--- src/design/sstp_pkg.sv ---
`default_nettype none

package sstp_pkg;

  // datapath widths
  localparam int unsigned XW             = 36;  // rotator vector, q16
  localparam int unsigned ZW             = 34;  // residual phase, 2^32 = 360 degrees
  localparam int unsigned PROD_W         = 46;  // distance times gain inverse
  localparam int unsigned ATAN_ENTRIES   = 24;
  localparam int unsigned CORDIC_STAGES_DEF = 16;
  localparam int unsigned TDATA_IN_W     = 16;
  localparam int unsigned TDATA_OUT_W    = 40;
  localparam int unsigned PT_W           = 17;

  localparam logic [29:0] KINV_Q30       = 30'd652032874;
  localparam logic signed [PT_W-1:0] OUT_LIMIT = 17'sd65535;

  // register reset values
  localparam logic [15:0] START_ANGLE_RST  = 16'h8000;
  localparam logic [15:0] ANGLE_STEP_RST   = 16'd91;
  localparam logic [15:0] SECTOR_BOUND_RST = 16'd24576;
  localparam logic [15:0] MIN_RANGE_RST    = 16'd120;
  localparam logic [15:0] MAX_RANGE_RST    = 16'd12000;

  typedef enum logic [2:0] {
    REG_START_ANGLE  = 3'd0,
    REG_ANGLE_STEP   = 3'd1,
    REG_SECTOR_BOUND = 3'd2,
    REG_MIN_RANGE    = 3'd3,
    REG_MAX_RANGE    = 3'd4
  } reg_idx_e;

  typedef struct packed {
    logic [15:0] start_angle;
    logic [15:0] angle_step;
    logic [15:0] sector_bound;
    logic [15:0] min_range;
    logic [15:0] max_range;
  } cfg_t;

  // one item travelling down the rotator
  typedef struct packed {
    logic signed [XW-1:0] x;
    logic signed [XW-1:0] y;
    logic signed [ZW-1:0] z;
    logic                 keep;
    logic                 last;
  } rot_t;

  // atan(2^-i) in 2^32-per-turn units
  function automatic logic signed [ZW-1:0] atan_entry(input int unsigned idx);
    logic signed [ZW-1:0] v;
    case (idx)
      0:  v = 34'sd536870912;
      1:  v = 34'sd316933406;
      2:  v = 34'sd167458907;
      3:  v = 34'sd85004756;
      4:  v = 34'sd42667331;
      5:  v = 34'sd21354465;
      6:  v = 34'sd10679838;
      7:  v = 34'sd5340245;
      8:  v = 34'sd2670163;
      9:  v = 34'sd1335087;
      10: v = 34'sd667544;
      11: v = 34'sd333772;
      12: v = 34'sd166886;
      13: v = 34'sd83443;
      14: v = 34'sd41722;
      15: v = 34'sd20861;
      16: v = 34'sd10430;
      17: v = 34'sd5215;
      18: v = 34'sd2608;
      19: v = 34'sd1304;
      20: v = 34'sd652;
      21: v = 34'sd326;
      22: v = 34'sd163;
      23: v = 34'sd81;
      default: v = '0;
    endcase
    return v;
  endfunction

endpackage

`default_nettype wire

--- src/design/sstp_finish.sv ---
`default_nettype none

module sstp_finish
  import sstp_pkg::*;
(
  input  wire logic                    clk_i,
  input  wire logic                    rst_ni,
  input  wire logic                    valid_i,
  output logic                         ready_o,
  input  wire rot_t                    data_i,
  output logic                         m_tvalid_o,
  input  wire logic                    m_tready_i,
  output logic [TDATA_OUT_W-1:0]       m_tdata_o,
  output logic                         m_tuser_o,
  output logic                         m_tlast_o
);

  // round to millimetres and clamp
  function automatic logic [PT_W-1:0] to_mm(input logic signed [XW-1:0] v);
    logic signed [XW-1:0]    r;
    logic signed [XW-17:0]   q;
    logic [PT_W-1:0]         res;
    r = v + XW'(32768);
    q = r[XW-1:16];
    if (q > $signed((XW-16)'(OUT_LIMIT))) begin
      res = OUT_LIMIT;
    end else if (q < -$signed((XW-16)'(OUT_LIMIT))) begin
      res = -OUT_LIMIT;
    end else begin
      res = q[PT_W-1:0];
    end
    return res;
  endfunction

  logic                v_q;
  logic [PT_W-1:0]     px, py;
  logic [TDATA_OUT_W-1:0] tdata_q;
  logic                keep_q, last_q;

  assign px      = data_i.keep ? to_mm(data_i.x) : '0;
  assign py      = data_i.keep ? to_mm(data_i.y) : '0;
  assign ready_o = ~v_q | m_tready_i;

  always_ff @(posedge clk_i or negedge rst_ni) begin
    if (!rst_ni) begin
      v_q <= 1'b0;
    end else if (ready_o) begin
      v_q <= valid_i;
    end
  end

  always_ff @(posedge clk_i) begin
    if (valid_i && ready_o) begin
      tdata_q <= {(TDATA_OUT_W-2*PT_W)'(0), py, px};
      keep_q  <= data_i.keep;
      last_q  <= data_i.last;
    end
  end

  assign m_tvalid_o = v_q;
  assign m_tdata_o  = tdata_q;
  assign m_tuser_o  = keep_q;
  assign m_tlast_o  = last_q;

endmodule

`default_nettype wire

--- config.mk ---
export PLATFORM = sky130hd
export DESIGN_NAME = sstp_finish
export DESIGN_NICKNAME = d
export VERILOG_FILES = /design/src/design/sstp_pkg.sv /design/src/design/sstp_finish.sv
export SDC_FILE = /design/constraint.sdc
export NUM_CORES = 1
export LEC_CHECK = 0
export BUFFER_PORTS_ARGS = -buffer_cell sky130_fd_sc_hd__buf_2
export CAP_MARGIN = 20
export CORE_UTILIZATION = 30
export DETAILED_ROUTE_END_ITERATION = 7
export HOLD_SLACK_MARGIN = 0.15
export PLACE_DENSITY_LB_ADDON = 0.1
export SLEW_MARGIN = 20
export SYNTH_ARGS = -nofsm -noshare
export SYNTH_HDL_FRONTEND = slang
export SYNTH_SLANG_ARGS = --single-unit
--- constraint.sdc ---
create_clock -name clk_i -period 1.9 [get_ports clk_i]
set_input_delay 0.095 -clock clk_i [delete_from_list [all_inputs] [get_ports clk_i]]
set_output_delay 0.095 -clock clk_i [all_outputs]
set_load 0.005 [all_outputs]
==> out/results.ini <==
[outcome]
status=completed

[power]
finalPower_uw=2220
ir_worst_vdd_mv=0.299
leakage_uw=0.00181
powerDensity_nw_per_um2=494

[min_path]
whs_path_depth=4
hold_path_end=m_tdata_o[13]
min-delay-path-class=primary input to flop
min_from=data_i[101]

[sta]
rsz0062_at_grt=true
period_needed_ns=1.88
worstMarginPinSlew_ns=0.507
fin_crit_sh_pct=99.0
finClkSkew_ns=0.00600
hold_viol_final=0
relSlewSlack_pct=65.3
final-setup-viol-count=0
maxSlewViolCount=0
max_freq_ghz=0.531

[yosys]
synth-async-reset-ratio_pct=2.70
yosysSeqAreaShare_pct=37.3
ys_warn_count=0
ys_ff_latch=37
syn_area_um2=2960
syn_avg_cell_area_um2=9.38
syn_inst=316
synthFlopType=edfxtp_1
synth.distinct_cells=60
synth_edf_count=36

[finish]
antenna_cells=0
final_common_cell=buf_4
layoutNonFillerInstCount=619
final_cell_mix=buf_4, buf_2, edfxtp_1
num-nets-final=605
area_delta_synth_final_pct=51.4
layout-drive-gt1-share_pct=45.9

[floorplan]
dieArea_um2=10300
die_height_um=101
core_area_um2=9420
initial_core_util_pct=31.5
num_rows=35
die_w_um=101
io_pins=156

[drt]
route.vias.total=2962
drc=0
first_pass_iters=4
avgRoutedWirePerCell_um=14.0
ant_nets=0
wl_um=8660
dr.first_iter.drc_count=104
viasPerCell=4.79

[critical_path]
path_cells=clkbuf_4 > ha_4 > nand3_4 > nor4_4 > xnor2_2 > o211ai_1 > and4bb_1 > buf_12 > o41a_1
rrSetupSlack_ns=0.70
reg2reg_from=m_tvalid_o
cp.required_ns=1.94
critPathLaunchType=primary input
cp.arrival_ns=1.92
cp-end-kind=flop
path_max_fanout=16
cpMaxStageDelayCell=o41a_1
worstSetupPathType=primary input to flop
critPathBufInv=2
reg2reg_depth=3
critPathMaxStageDelay_ns=0.40
r2r_end=m_tvalid_o
cp_top_family=simple AND/OR/NAND/NOR gates

[cts]
cts.sinks=37
clock_path_buffers=2
cts-htree-levels=2
clkTransAtPathRegs_ns=0.08
cts_tree=yes
cts_buffers=5
post_cts_buffers=0
clkLatencyLatePin_ns=0.29
cts_root_buf=clkbuf_8

[run]
maxCapViolCount=0

[placed_design]
gp_congestion=0.805
port_buffers=85
placed_cells=605
hpwl_um=7070

[grt]
grt_max_degree=37
grt-ovfl-total=0
antenna_found_initial=0
grtUsageTotal_pct=16.6
grt_pass1_wl_um=13200
grt_pass1_vias=2687

[synth_stat cells (all sizes together), types with 3 or more instances]
master,n,area share [%]
a211oi,16,4.1
a21boi,3,0.76
a21o,3,0.76
a21oi,12,2.0
and2,4,0.84
and3,5,1.1
buf,24,5.6
edfxtp,36,36
ha,4,1.7
inv,6,0.76
nand2,22,2.9
nand2b,4,0.84
nand3,23,4.3
nand4,16,4.6
nor2,23,2.9
nor3,14,2.7
nor3b,3,0.76
nor4,8,3.1
o21ai,23,4.0
or4,3,0.76
xnor2,19,5.6
xor2,11,3.3
[worst max-delay path by stage]
stage	from	to	slack [ns]	cells after the start
2_1_floorplan	data_i[54]	m_tdata_o[18]	0.002	8
3_3_place_gp	data_i[87]	m_tdata_o[0]	-0.26	9
3_5_place_dp	data_i[87]	m_tdata_o[0]	-0.31	9
4_1_cts	data_i[87]	m_tdata_o[0]	0.007	9
5_1_grt	data_i[89]	m_tdata_o[0]	-0.05	9
6_report	data_i[88]	m_tdata_o[0]	0.02	9
[layer usage]
layer | part of all wire [%] | track usage (%) | up-vias
li1 | - | - | 1537
met1 | 52 | 25.4 | 1332
met2 | 41 | 24.2 | 85
met3 | 5.1 | 2.14 | 8
met4 | 0.99 | 4.46 | 0
met5 | 0 | 0 | -
[timing repair]
action	in CTS	in global routing
setup endpoints to repair	1	29
pin swaps	0	2
hold endpoints to repair	4	0
gates cloned	0	0
hold buffers	6	0
resized for setup	1	27
[area by class of cell]
cell class	count	area (µm²)
clock inverter	3	41.3
inverter	6	22.5
timing repair buffer	187	1260
fill	933	4930
multi-input combinational	252	1820
tap	129	161
sequential	37	1110
clock buffer	5	68.8
[sequential cells by signal (all words and copies together) (netlist names)]
name and flops:
m_tlast_o 1, m_tuser_o 1, m_tvalid_o 1, m_tdata_o 34
[per-stage QoR]
stage	utilization [%]	setup TNS, ns	instance area, µm²	hold WS [ns]	worst slack (ns)
2_1_floorplan	-	0	3000	-0.201	0.00223
3_3_place_gp	44.4	-5.68	4180	-0.130	-0.264
3_5_place_dp	44.4	-6.44	4180	-0.126	-0.308
4_1_cts	46.2	0	4350	0.364	0.00711
5_1_grt	47.6	-0.0878	4490	0.395	-0.0540
6_report	47.6	0	4490	0.367	0.0181
[worst register-to-register path: stages (launching register included)]
cell           delay, ns
dfrtp_1             0.38
nand2b_1            0.10
nand2b_1            0.06
dlygate4sd3_1       0.55
[kinds of logic (layout without fill, tap and decap cells)]
logic type,after synthesis,count (layout),share of synthesized area (%)
AND/OR/NAND/NOR,136,136,27.9
AO/OA/AOI/OAI,74,74,16.7
flip-flops,37,37,37.3
buffers and inverters,32,201,6.63
XOR/XNOR,30,30,8.87
adder cells (fa/ha/maj),4,4,1.69
multiplexers,2,2,0.760
other,1,6,0.127
[report_power, final]
group	total [µW]	switching (µW)	internal [µW]	leakage (µW)
Combinational	584	304	279	0.00139
Clock	662	276	386	0.0000518
Sequential	970	10.2	960	0.000363
No activity file was read; power rests on OpenSTA's default activity.
