==> src/design/sstp_pkg.sv <==
`default_nettype none

package sstp_pkg;

  // datapath widths
  localparam int unsigned XW             = 36;  // rotator vector, q16
  localparam int unsigned ZW             = 34;  // residual phase, 2^32 = 360 degrees
  localparam int unsigned PROD_W         = 46;  // distance times gain inverse
  localparam int unsigned ATAN_ENTRIES   = 24;
  localparam int unsigned CORDIC_STAGES_DEF = 16;
  localparam int unsigned TDATA_IN_W     = 16;
  localparam int unsigned TDATA_OUT_W    = 40;
  localparam int unsigned PT_W           = 17;

  localparam logic [29:0] KINV_Q30       = 30'd652032874;
  localparam logic signed [PT_W-1:0] OUT_LIMIT = 17'sd65535;

  // register reset values
  localparam logic [15:0] START_ANGLE_RST  = 16'h8000;
  localparam logic [15:0] ANGLE_STEP_RST   = 16'd91;
  localparam logic [15:0] SECTOR_BOUND_RST = 16'd24576;
  localparam logic [15:0] MIN_RANGE_RST    = 16'd120;
  localparam logic [15:0] MAX_RANGE_RST    = 16'd12000;

  typedef enum logic [2:0] {
    REG_START_ANGLE  = 3'd0,
    REG_ANGLE_STEP   = 3'd1,
    REG_SECTOR_BOUND = 3'd2,
    REG_MIN_RANGE    = 3'd3,
    REG_MAX_RANGE    = 3'd4
  } reg_idx_e;

  typedef struct packed {
    logic [15:0] start_angle;
    logic [15:0] angle_step;
    logic [15:0] sector_bound;
    logic [15:0] min_range;
    logic [15:0] max_range;
  } cfg_t;

  // one item travelling down the rotator
  typedef struct packed {
    logic signed [XW-1:0] x;
    logic signed [XW-1:0] y;
    logic signed [ZW-1:0] z;
    logic                 keep;
    logic                 last;
  } rot_t;

  // atan(2^-i) in 2^32-per-turn units
  function automatic logic signed [ZW-1:0] atan_entry(input int unsigned idx);
    logic signed [ZW-1:0] v;
    case (idx)
      0:  v = 34'sd536870912;
      1:  v = 34'sd316933406;
      2:  v = 34'sd167458907;
      3:  v = 34'sd85004756;
      4:  v = 34'sd42667331;
      5:  v = 34'sd21354465;
      6:  v = 34'sd10679838;
      7:  v = 34'sd5340245;
      8:  v = 34'sd2670163;
      9:  v = 34'sd1335087;
      10: v = 34'sd667544;
      11: v = 34'sd333772;
      12: v = 34'sd166886;
      13: v = 34'sd83443;
      14: v = 34'sd41722;
      15: v = 34'sd20861;
      16: v = 34'sd10430;
      17: v = 34'sd5215;
      18: v = 34'sd2608;
      19: v = 34'sd1304;
      20: v = 34'sd652;
      21: v = 34'sd326;
      22: v = 34'sd163;
      23: v = 34'sd81;
      default: v = '0;
    endcase
    return v;
  endfunction

endpackage

`default_nettype wire

==> src/design/sstp_front.sv <==
`default_nettype none

module sstp_front
  import sstp_pkg::*;
(
  input  wire logic        clk_i,
  input  wire logic        rst_ni,
  input  wire cfg_t        cfg_i,
  input  wire logic        valid_i,
  output logic             ready_o,
  input  wire logic [15:0] distance_i,
  input  wire logic        reading_valid_i,
  input  wire logic        scan_end_i,
  output logic             valid_o,
  input  wire logic        ready_i,
  output rot_t             data_o
);

  // stage a: angle, sector and range test, gain multiply
  logic [15:0]       offset_q, offset_d;
  logic              va_q, vb_q;
  logic              ready_b;
  logic [15:0]       ang;
  logic [16:0]       mag;
  logic              keep;
  logic [PROD_W-1:0] prod;
  logic [15:0]       ang_q;
  logic              flip_q, keep_q, last_q;
  logic [PROD_W-1:0] prod_q;
  logic              accept;

  // stage b: rounding, half-turn fold, residual phase
  logic [PROD_W-1:0] sum;
  logic [XW-1:0]     x0u;
  logic [15:0]       ang_r;
  rot_t              prep;
  rot_t              data_q;

  assign ang     = cfg_i.start_angle + offset_q;
  assign mag     = ang[15] ? (17'd0 - {ang[15], ang}) : {1'b0, ang};
  assign keep    = (mag >= {1'b0, cfg_i.sector_bound}) && reading_valid_i &&
                   (distance_i > cfg_i.min_range) && (distance_i < cfg_i.max_range);
  assign prod    = {30'd0, distance_i} * {16'd0, KINV_Q30};

  assign ready_b = ~vb_q | ready_i;
  assign ready_o = ~va_q | ready_b;
  assign accept  = valid_i & ready_o;

  assign offset_d = scan_end_i ? 16'd0 : offset_q + cfg_i.angle_step;

  always_ff @(posedge clk_i or negedge rst_ni) begin
    if (!rst_ni) begin
      offset_q <= '0;
      va_q     <= 1'b0;
      vb_q     <= 1'b0;
    end else begin
      if (accept) begin
        offset_q <= offset_d;
      end
      if (ready_o) begin
        va_q <= valid_i;
      end
      if (ready_b) begin
        vb_q <= va_q;
      end
    end
  end

  always_ff @(posedge clk_i) begin
    if (accept) begin
      ang_q  <= ang;
      flip_q <= mag > 17'd16384;
      keep_q <= keep;
      last_q <= scan_end_i;
      prod_q <= prod;
    end
  end

  always_comb begin
    sum       = prod_q + PROD_W'(8192);
    x0u       = XW'(sum[PROD_W-1:14]);
    ang_r     = flip_q ? (ang_q ^ 16'h8000) : ang_q;
    prep.x    = flip_q ? -$signed(x0u) : $signed(x0u);
    prep.y    = '0;
    prep.z    = $signed({{(ZW-32){ang_r[15]}}, ang_r, 16'h0000});
    prep.keep = keep_q;
    prep.last = last_q;
  end

  always_ff @(posedge clk_i) begin
    if (va_q && ready_b) begin
      data_q <= prep;
    end
  end

  assign valid_o = vb_q;
  assign data_o  = data_q;

endmodule

`default_nettype wire

==> config.mk <==
export PLATFORM = sky130hd
export DESIGN_NAME = sstp_front
export DESIGN_NICKNAME = d
export VERILOG_FILES = /design/src/design/sstp_pkg.sv /design/src/design/sstp_front.sv
export SDC_FILE = /design/constraint.sdc
export NUM_CORES = 1
export LEC_CHECK = 0
export CAP_MARGIN = 20
export CORE_ASPECT_RATIO = 0.7
export CORE_MARGIN = 1
export CORE_UTILIZATION = 62
export DETAILED_ROUTE_END_ITERATION = 6
export DONT_BUFFER_PORTS = 1
export GPL_TIMING_DRIVEN = 1
export PLACE_DENSITY = 0.75
export SYNTH_ARGS = -nofsm -noshare
export SYNTH_HDL_FRONTEND = slang
export SYNTH_SLANG_ARGS = --single-unit
==> constraint.sdc <==
create_clock -name clk_i -period 13 [get_ports clk_i]
set_clock_uncertainty 0.05 [all_clocks]
set_input_delay 1.95 -clock clk_i [delete_from_list [all_inputs] [get_ports clk_i]]
set_output_delay 1.95 -clock clk_i [all_outputs]
set_load 0.1 [all_outputs]
==> reports/metrics.cfg <==
[run_status]
status = completed

[worst_setup_path]
start_kind = input port
end_kind = flop
cp_max_fo = 8
startpoint = distance_i[4]
cp.required_ps = 13120
cpPeakStageDelay_ps = 540
worstPathArrival_ps = 7900
reg2reg_slack_ps = 7910
crit_type = in2reg
timing.critical_path.mode_cell = fa_1
crit_path_end = prod_q[40]
r2r_cells = 21
path_cells = ha_1 -> fa_1 -> fa_1 -> inv_1 -> fa_1 -> inv_1 -> fa_1 -> inv_1 -> fa_1 -> inv_1 -> ha_1 -> a21oi_1 -> nand3_1 -> o2111ai_1 -> a311o_1 -> o211ai_1 -> a211o_1 -> a21o_1 -> a21o_1 -> a21oi_1 -> xnor2_1
worstReg2RegEnd = keep_q
cp.depth = 21
crit_slowest_cell = fa_1
critPathBufInv = 4
r2r_start = offset_q[1]
crit_family = adder cells

[floorplan]
coreArea_um2 = 26100
rows = 49
die_h_um = 139
initial_core_util = 0.641
die-area_um2 = 27600
dieWidth_um = 198
pin_count = 212

[sta]
fmax_mhz = 129
relSlewSlack = 0.249
period_share = 0.598
tightest_slew_ps = 1120
hold_viol = 0
finalCriticalPeriod_ps = 7770
fin_setup_tns_ps = 0
rsz0062_at_grt = false
timing.final.ws_setup_ps = 5230
final_max_slew_viol_count = 0
finalSetupViolations = 0
hold_slack_ps = 367

[global_route]
use_met3 = 0.140
global_route.usage.met2 = 0.466
gr-max-usage-layer = met1
grt_pass1_vias = 12200
grt_use_total = 0.332
grt_max_degree = 55
grt-ovfl-total = 0
grt_pass1_wl_mm = 68.2
grtUsageMet1 = 0.481
antenna_found_initial = 4

[clock_tree]
cts_resized = 0
tritoncts = yes
clock_tree.root_cell = clkbuf_16
clkTransAtPathRegs_ps = 60
cts_setup_buffers = 0
clock_latency_ps = 430
htreeDepth = 4
clk_path_buf_depth = 2
clock_sinks = 124
ctsHoldBuffers = 0
numCtsBuffers = 17

[final_layout]
register_area_um2 = 3630
design_area_um2 = 17400
multi_input_area_um2 = 11500
fillCellCount = 2041
final_cell_mix = 329 x inv_1, 244 x ha_1, 171 x fa_1
syn_to_final_growth_pct = 4.50
fin_nets = 2196
final_common_cell = inv_1
drive_gt1_frac = 0.0408

[drt]
drt_iter0_drc = 904
wl_mm = 43.2
drt_first_pass_iters = 6
drc = 0
vias_per_cell = 5.76
drt-wirelength-per-cell_um = 21.1
vias = 11800
detail-route-antenna-nets = 0

[synth]
synthFlopType = edfxtp_1
synth-seq-area-share = 0.218
ys.warnings.count = 0
yosysTopAreaCellShare = 0.205
yosys.cell_types.count = 86
synth_edf_count = 106
async_reset_ff_frac = 0.145
ys_ff_latch = 124
yosysTopAreaCell = fa_1
syn_avg_cell_area_um2 = 9.91
synth_cells = 1684
netlist_area_um2 = 16700
synth_area_leaders = fa_1 21%, edfxtp_1 19%, ha_1 18%

[place]
portBuffers = 0
dp_hpwl_mm = 36.5
gp_congestion = 1.04
pre_cts_slack_ps = 4870
placed_area_um2 = 16900

[run]
maxCapViolations = 0

[worst_hold_path]
hp-class = reg2reg

logic make-up after synthesis:
group | Yosys count | synth area share
compound gates | 269 | 0.110
xor+xnor | 129 | 0.0699
fa+ha+maj | 415 | 0.388
buf+inv | 411 | 0.106
flops | 124 | 0.218
mux | 8 | 0.00487
other cells | 1 | 0.000225
simple gates | 327 | 0.104
cell type report:
cell class / count / area share
Timing Repair Buffer: 6 / 0.00373
Multi-Input combinational cell: 1200 / 0.659
Tap cell: 357 / 0.0256
Clock buffer: 18 / 0.0258
Antenna cell: 4 / 0.000574
Inverter: 330 / 0.0710
Sequential cell: 124 / 0.208
Clock inverter: 14 / 0.00624
registers in the layout (all words and copies together), names as in the netlist:
name / count
ang_q: 16
data_o: 54
flip_q: 1
keep_q: 1
last_q: 1
offset_q: 16
prod_q: 33
va_q: 1
valid_o: 1
worst min path at each step:
stage,end,cells past startpoint,slack (ps),start
final,data_o[30],0,370,ang_q[12]
after global placement,data_o[28],0,350,ang_q[10]
after detailed placement,data_o[23],0,360,ang_q[5]
after global routing,data_o[30],0,370,ang_q[12]
after CTS,data_o[30],0,370,ang_q[12]
after floorplan,data_o[0],0,350,last_q
cell usage after synthesis (all sizes together), types with 31 or more instances:
master / instances
inv: 330
ha: 244
fa: 171
edfxtp: 106
xnor2: 82
buf: 64
a21oi: 63
nand2: 63
nor2: 62
o21ai: 61
xor2: 47
nand3: 35
a21o: 32
nor3: 31
layer usage:
metal  part of all wire  routed length, um
met2               0.41              17700
met4              0.010                433
met1               0.46              19900
met5             0.0030                131
met3               0.12               5110
through the flow:
stage,cells,utilization
2_1_floorplan,1735,-
3_3_place_gp,2017,0.648
3_5_place_dp,2017,0.648
4_1_cts,2049,0.669
5_1_grt,2049,0.669
6_report,2053,0.669
worst reg2reg max path, stage by stage, from the launching register on:
cell	delay [ps]
dfrtp_1	460
ha_1	330
a211oi_1	300
o21ai_1	220
a21oi_1	300
a211oi_2	140
nor3_2	510
nor2_1	220
inv_1	270
nand2_1	80
o21ai_0	110
ha_1	290
nor2b_1	130
o21ai_0	130
a21boi_0	100
o21a_1	180
o21a_1	170
o21a_1	170
o21a_1	160
o21ai_0	170
a21oi_1	100
o2111a_1	250
Power is left out: the tool's default activity adds up to more than one toggle a clock period on the data nets, which glitch-free logic cannot reach.
