$ cat src/design/sstp_pkg.sv
`default_nettype none

package sstp_pkg;

  // datapath widths
  localparam int unsigned XW             = 36;  // rotator vector, q16
  localparam int unsigned ZW             = 34;  // residual phase, 2^32 = 360 degrees
  localparam int unsigned PROD_W         = 46;  // distance times gain inverse
  localparam int unsigned ATAN_ENTRIES   = 24;
  localparam int unsigned CORDIC_STAGES_DEF = 16;
  localparam int unsigned TDATA_IN_W     = 16;
  localparam int unsigned TDATA_OUT_W    = 40;
  localparam int unsigned PT_W           = 17;

  localparam logic [29:0] KINV_Q30       = 30'd652032874;
  localparam logic signed [PT_W-1:0] OUT_LIMIT = 17'sd65535;

  // register reset values
  localparam logic [15:0] START_ANGLE_RST  = 16'h8000;
  localparam logic [15:0] ANGLE_STEP_RST   = 16'd91;
  localparam logic [15:0] SECTOR_BOUND_RST = 16'd24576;
  localparam logic [15:0] MIN_RANGE_RST    = 16'd120;
  localparam logic [15:0] MAX_RANGE_RST    = 16'd12000;

  typedef enum logic [2:0] {
    REG_START_ANGLE  = 3'd0,
    REG_ANGLE_STEP   = 3'd1,
    REG_SECTOR_BOUND = 3'd2,
    REG_MIN_RANGE    = 3'd3,
    REG_MAX_RANGE    = 3'd4
  } reg_idx_e;

  typedef struct packed {
    logic [15:0] start_angle;
    logic [15:0] angle_step;
    logic [15:0] sector_bound;
    logic [15:0] min_range;
    logic [15:0] max_range;
  } cfg_t;

  // one item travelling down the rotator
  typedef struct packed {
    logic signed [XW-1:0] x;
    logic signed [XW-1:0] y;
    logic signed [ZW-1:0] z;
    logic                 keep;
    logic                 last;
  } rot_t;

  // atan(2^-i) in 2^32-per-turn units
  function automatic logic signed [ZW-1:0] atan_entry(input int unsigned idx);
    logic signed [ZW-1:0] v;
    case (idx)
      0:  v = 34'sd536870912;
      1:  v = 34'sd316933406;
      2:  v = 34'sd167458907;
      3:  v = 34'sd85004756;
      4:  v = 34'sd42667331;
      5:  v = 34'sd21354465;
      6:  v = 34'sd10679838;
      7:  v = 34'sd5340245;
      8:  v = 34'sd2670163;
      9:  v = 34'sd1335087;
      10: v = 34'sd667544;
      11: v = 34'sd333772;
      12: v = 34'sd166886;
      13: v = 34'sd83443;
      14: v = 34'sd41722;
      15: v = 34'sd20861;
      16: v = 34'sd10430;
      17: v = 34'sd5215;
      18: v = 34'sd2608;
      19: v = 34'sd1304;
      20: v = 34'sd652;
      21: v = 34'sd326;
      22: v = 34'sd163;
      23: v = 34'sd81;
      default: v = '0;
    endcase
    return v;
  endfunction

endpackage

`default_nettype wire

$ cat src/design/sstp_cell.sv
`default_nettype none

module sstp_cell
  import sstp_pkg::*;
#(
  parameter int unsigned SHIFT = 0
) (
  input  wire logic clk_i,
  input  wire logic rst_ni,
  input  wire logic valid_i,
  output logic      ready_o,
  input  wire rot_t data_i,
  output logic      valid_o,
  input  wire logic ready_i,
  output rot_t      data_o
);

  localparam logic signed [ZW-1:0] Atan = atan_entry(SHIFT);

  logic signed [XW-1:0] dx, dy;
  logic                 up;
  rot_t                 step;
  logic                 v_q;
  rot_t                 data_q;

  assign dx = data_i.y >>> SHIFT;
  assign dy = data_i.x >>> SHIFT;
  assign up = ~data_i.z[ZW-1];

  always_comb begin
    step      = data_i;
    step.x    = up ? data_i.x - dx : data_i.x + dx;
    step.y    = up ? data_i.y + dy : data_i.y - dy;
    step.z    = up ? data_i.z - Atan : data_i.z + Atan;
  end

  assign ready_o = ~v_q | ready_i;

  always_ff @(posedge clk_i or negedge rst_ni) begin
    if (!rst_ni) begin
      v_q <= 1'b0;
    end else if (ready_o) begin
      v_q <= valid_i;
    end
  end

  always_ff @(posedge clk_i) begin
    if (valid_i && ready_o) begin
      data_q <= step;
    end
  end

  assign valid_o = v_q;
  assign data_o  = data_q;

endmodule

`default_nettype wire

$ cat config.mk
export PLATFORM = sky130hd
export DESIGN_NAME = sstp_cell
export DESIGN_NICKNAME = d
export VERILOG_FILES = /design/src/design/sstp_pkg.sv /design/src/design/sstp_cell.sv
export SDC_FILE = /design/constraint.sdc
export NUM_CORES = 1
export LEC_CHECK = 0
export BUFFER_PORTS_ARGS = -buffer_cell sky130_fd_sc_hd__buf_2
export CAP_MARGIN = 20
export CORE_UTILIZATION = 45
export CTS_BUF_LIST = sky130_fd_sc_hd__clkbuf_8
export CTS_CLUSTER_DIAMETER = 30
export DETAILED_ROUTE_END_ITERATION = 12
export PLACE_DENSITY = 0.75
export REMOVE_ABC_BUFFERS = 1
export SLEW_MARGIN = 15
export SYNTH_ARGS = -nofsm -noshare
export SYNTH_HDL_FRONTEND = slang
export SYNTH_SLANG_ARGS = --single-unit
$ cat constraint.sdc
create_clock -name clk_i -period 5.83 [get_ports clk_i]
set_input_delay 0 -clock clk_i [delete_from_list [all_inputs] [get_ports clk_i]]
set_output_delay 0 -clock clk_i [all_outputs]
set_load 0.02 [all_outputs]
==> impl_metrics.env <==
export IMPL_number_of_enable_flip_flop_cells_after_synthesis=107
export IMPL_clock_tree_from_tritoncts="done"
export IMPL_first_global_vias=8571
export IMPL_synth_async_sr_flop_share_pct=0.926
export IMPL_post_route_min_period_ns=2.99
export IMPL_drv_slew=0
export IMPL_power_switching_w=0.000942
export IMPL_fin_tns_setup_ns=0
export IMPL_critical_path_startpoint_type="input pin"
export IMPL_global_route_overflow_total=0
export IMPL_drtAntennaViolNets=0
export IMPL_ratio_of_total_power_to_cell_area_nw_per_um2=212
export IMPL_worst_clock_skew_ns=0.0183
export IMPL_drt_pre_antenna_iters=5
export IMPL_depth_of_the_worst_hold_timing_path=3
export IMPL_cts_post_setup_buffers_inserted=0
export IMPL_timing_reg2reg_worst_path_depth=3
export IMPL_fin_area_um2=11500
export IMPL_initialDrtViolationCount=942
export IMPL_clk_path_buf_depth=2
export IMPL_final_util_pct=54.7
export IMPL_critPathCaptureType="flop"
export IMPL_fmax_ghz=0.335
export IMPL_fp_dieH_um=148
export IMPL_cp_cell_sequence="buf_2 -> ha_1 -> inv_1 -> fa_1 -> o21bai_1 -> a211oi_1 -> o21ai_1 -> o21ai_0 -> o31ai_1 -> a21oi_1 -> o21a_1 -> o31a_1 -> xnor2_1"
export IMPL_total_power_w=0.00243
export IMPL_timing_hold_worst_start="data_i[72]"
export IMPL_netlist_top_cell_by_area="sky130_fd_sc_hd__edfxtp_1"
export IMPL_tritoncts_num_sinks=108
export IMPL_required_ns=6.00
export IMPL_critPathSlowestCell="sky130_fd_sc_hd__o31ai_1"
export IMPL_post_synth_main_area_contributors="sky130_fd_sc_hd__edfxtp_1, sky130_fd_sc_hd__ha_1, sky130_fd_sc_hd__a21oi_1, sky130_fd_sc_hd__xnor2_1, sky130_fd_sc_hd__inv_1"
export IMPL_timing_final_setup_violations=0
export IMPL_power_frac_clock_pct=18.4
export IMPL_nFillCells=1952
export IMPL_avgRoutedWirePerCell_um=18.6
export IMPL_max_slew_worst_pin_slew_ns=0.962
export IMPL_min_delay_path_class="input pin to flop"
export IMPL_path_type_of_the_worst_setup_path="input pin to flop"
export IMPL_p_comb_share_pct=40.8
export IMPL_worstHoldEndpoint="data_o[36]"
export IMPL_syn_instance_count=1079
export IMPL_worst_skew_pair_late_latency_ns=0.40
export IMPL_dp_final_hpwl_mm=23.2
export IMPL_max_slew_margin_pct=35.0
export IMPL_rsz0062_at_grt="false"
export IMPL_clock_pin_slew_of_the_registers_on_the_worst_case_setup_and_hold_paths_ns=0.12
export IMPL_synth_cell_area_um2=9600
export IMPL_reg2reg_from="valid_o"
export IMPL_crit_path_max_incr_delay_ns=0.69
export IMPL_switching_share_of_power_pct=38.8
export IMPL_r2r_end="data_o[101]"
export IMPL_gp_congestion=0.984
export IMPL_core_area_um2=21000
export IMPL_fraction_of_layout_cells_with_a_size_suffix_above_1_pct=20.0
export IMPL_non_filler_cells_in_the_finished_layout=1588
export IMPL_num_io_pins=222
export IMPL_minimum_setup_slack_among_reg_to_reg_paths_ns=3.59
export IMPL_buffer_ports_inserted=221
export IMPL_netlist_area_leader_share_pct=33.5
export IMPL_worst_path_buf_inv=2
export IMPL_nets=1534
export IMPL_min_period_over_period_pct=51.3
export IMPL_area_growth_syn_to_layout_pct=19.5
export IMPL_synth_ff_type="sky130_fd_sc_hd__edfxtp_1"
export IMPL_post_synth_most_frequent_cells="sky130_fd_sc_hd__a21oi_1, sky130_fd_sc_hd__ha_1, sky130_fd_sc_hd__edfxtp_1"
export IMPL_die_area_um2=21900
export IMPL_cts_htree_levels=3
export IMPL_vias=9108
export IMPL_track_usage_pct=26.9
export IMPL_hold_viol=0
export IMPL_worst_ep_arrival_time_ns=3.16
export IMPL_insertedDiodeCount=0
export IMPL_p_seq_share_pct=40.8
export IMPL_total_detailed_routing_wirelength_mm=29.6
export IMPL_dieWidth_um=148
export IMPL_power_internal_w=0.00149
export IMPL_cts_made_buffers=9
export IMPL_grt_pass1_wl_mm=45.9
export IMPL_maximum_number_of_pins_on_one_net_before_global_route_repair=67
export IMPL_viasPerCell=5.74
export IMPL_placed_cells_incl_taps=1533
export IMPL_timing_max_cap_violations=0
export IMPL_synth_cell_types=69
export IMPL_total_leakage_power_nw=5.10
export IMPL_irDropWorstVdd_mv=0.0981
export IMPL_critical_path_max_fanout=4
export IMPL_postSynthRegisterBits=108
export IMPL_postPlaceCellArea_um2=10900
export IMPL_critPathTopFamily="compound AO/OA/AOI/OAI gates"
export IMPL_ys_seq_area_share_pct=33.7
export IMPL_cts_root_buffer_cell="sky130_fd_sc_hd__clkbuf_8"
export IMPL_avgSynthCellArea_um2=8.89
export IMPL_status="finished clean"
export IMPL_yosys_warnings=0
export IMPL_drc_errors=0
export IMPL_yosysMostFrequentCell="sky130_fd_sc_hd__a21oi_1"
export IMPL_start_util_pct=45.8
export IMPL_initial_antenna_violation_count=0
export IMPL_fp_row_count=53
-- placed cells by master (no fill, tap or decap), types with 4 or more instances in the layout --
cell / count
sky130_fd_sc_hd__o21a_1: 4
sky130_fd_sc_hd__a211oi_2: 4
sky130_fd_sc_hd__a211o_1: 4
sky130_fd_sc_hd__nor2b_1: 12
sky130_fd_sc_hd__nand2_1: 66
sky130_fd_sc_hd__o211a_1: 5
sky130_fd_sc_hd__dlygate4sd3_1: 38
sky130_fd_sc_hd__xnor2_1: 63
sky130_fd_sc_hd__a311oi_1: 4
sky130_fd_sc_hd__ha_1: 110
sky130_fd_sc_hd__o21ai_0: 56
sky130_fd_sc_hd__nor4_1: 14
sky130_fd_sc_hd__o41ai_1: 4
sky130_fd_sc_hd__a21oi_1: 143
sky130_fd_sc_hd__nor3_1: 23
sky130_fd_sc_hd__o31ai_1: 17
sky130_fd_sc_hd__clkbuf_8: 9
sky130_fd_sc_hd__or2_2: 4
sky130_fd_sc_hd__inv_1: 105
sky130_fd_sc_hd__o21bai_1: 28
sky130_fd_sc_hd__nor2_1: 72
sky130_fd_sc_hd__mux2i_1: 16
sky130_fd_sc_hd__nand4_1: 13
sky130_fd_sc_hd__nand3_1: 14
sky130_fd_sc_hd__edfxtp_1: 107
sky130_fd_sc_hd__clkinv_1: 7
sky130_fd_sc_hd__a221oi_1: 6
sky130_fd_sc_hd__a21o_1: 23
sky130_fd_sc_hd__a31oi_1: 12
sky130_fd_sc_hd__and2_1: 4
sky130_fd_sc_hd__a211oi_1: 13
sky130_fd_sc_hd__o211ai_1: 6
sky130_fd_sc_hd__or3_1: 7
sky130_fd_sc_hd__buf_2: 221
sky130_fd_sc_hd__fa_1: 4
sky130_fd_sc_hd__xor2_1: 5
sky130_fd_sc_hd__nand2b_1: 13
-- power groups by stage --
stage          sequential, W  combinational (W)  clock, W
6_report            0.000991           0.000991  0.000448
5_1_grt             0.000997            0.00107  0.000485
4_1_cts             0.000992           0.000972  0.000465
3_5_place_dp         0.00101           0.000947         0
3_3_place_gp         0.00101           0.000939         0
2_1_floorplan        0.00111           0.000538         0
-- cell families (layout without fill, tap and decap cells) --
kind of cell               count (synthesis)  count (layout)  synth area share (%)
AOI/OAI and AO/OA                        359             359                  23.8
and+or+nand+nor                          258             258                  13.0
buffers and inverters                    156             390                  6.38
adders and majority gates                114             114                  15.2
DFF                                      108             108                  33.7
xor gates and xnor gates                  68              68                  6.21
muxes                                     16              16                  1.67
-- metal layers --
layer / global-route usage (%) / share of wire, % / wire length [um] / up-vias
li1: - / - / - / 4351
met4: 10.4 / 3.4 / 1000 / 0
met1: 36.9 / 43 / 12600 / 4182
met5: 0 / 0 / 0 / -
met2: 41.7 / 44 / 13000 / 508
met3: 5.09 / 9.8 / 2900 / 67
-- final cells by class --
cell class	instances	area, um^2	area share [%]
Multi-Input combinational cell	815	5750	50.1
Sequential cell	108	3240	28.2
Timing Repair Buffer	263	1540	13.4
Inverter	111	417	3.63
Tap cell	275	344	3.00
Clock buffer	9	124	1.08
Clock inverter	7	60.1	0.524
-- how the worst max path moves through the flow --
stage	slack, ns	cells after the start	end	from
after floorplan	2.14	2	data_o[0]	valid_o
final	2.84	13	data_o[102]	data_i[36]
after CTS	2.94	12	data_o[66]	data_i[37]
after global routing	2.66	12	data_o[66]	data_i[37]
after global placement	2.61	13	data_o[102]	data_i[36]
after detailed placement	2.51	12	data_o[66]	data_i[37]
-- registers in the layout, indices dropped and copies added, names as in the netlist --
signal	cells
data_o	107
valid_o	1
-- worst reg2reg max path: cells and delay by family, from the launching register on --
family / cells / cell delay (ns)
simple gates: 2 / 0.65
buf+inv: 1 / 0.78
flops: 1 / 0.40
-- through the flow --
| stage | hold slack [ns] | setup WS, ns |
|---|---|---|
| 2_1_floorplan | -0.296 | 2.14 |
| 3_3_place_gp | -0.225 | 2.61 |
| 3_5_place_dp | -0.223 | 2.51 |
| 4_1_cts | 0.0136 | 2.94 |
| 5_1_grt | 0.0351 | 2.66 |
| 6_report | 0.0306 | 2.84 |
-- timing repair --
action	in CTS	in global routing
gates resized for setup	0	0
hold endpoints to repair	36	0
hold buffers	38	0
No activity file was read; power rests on OpenSTA's default activity.
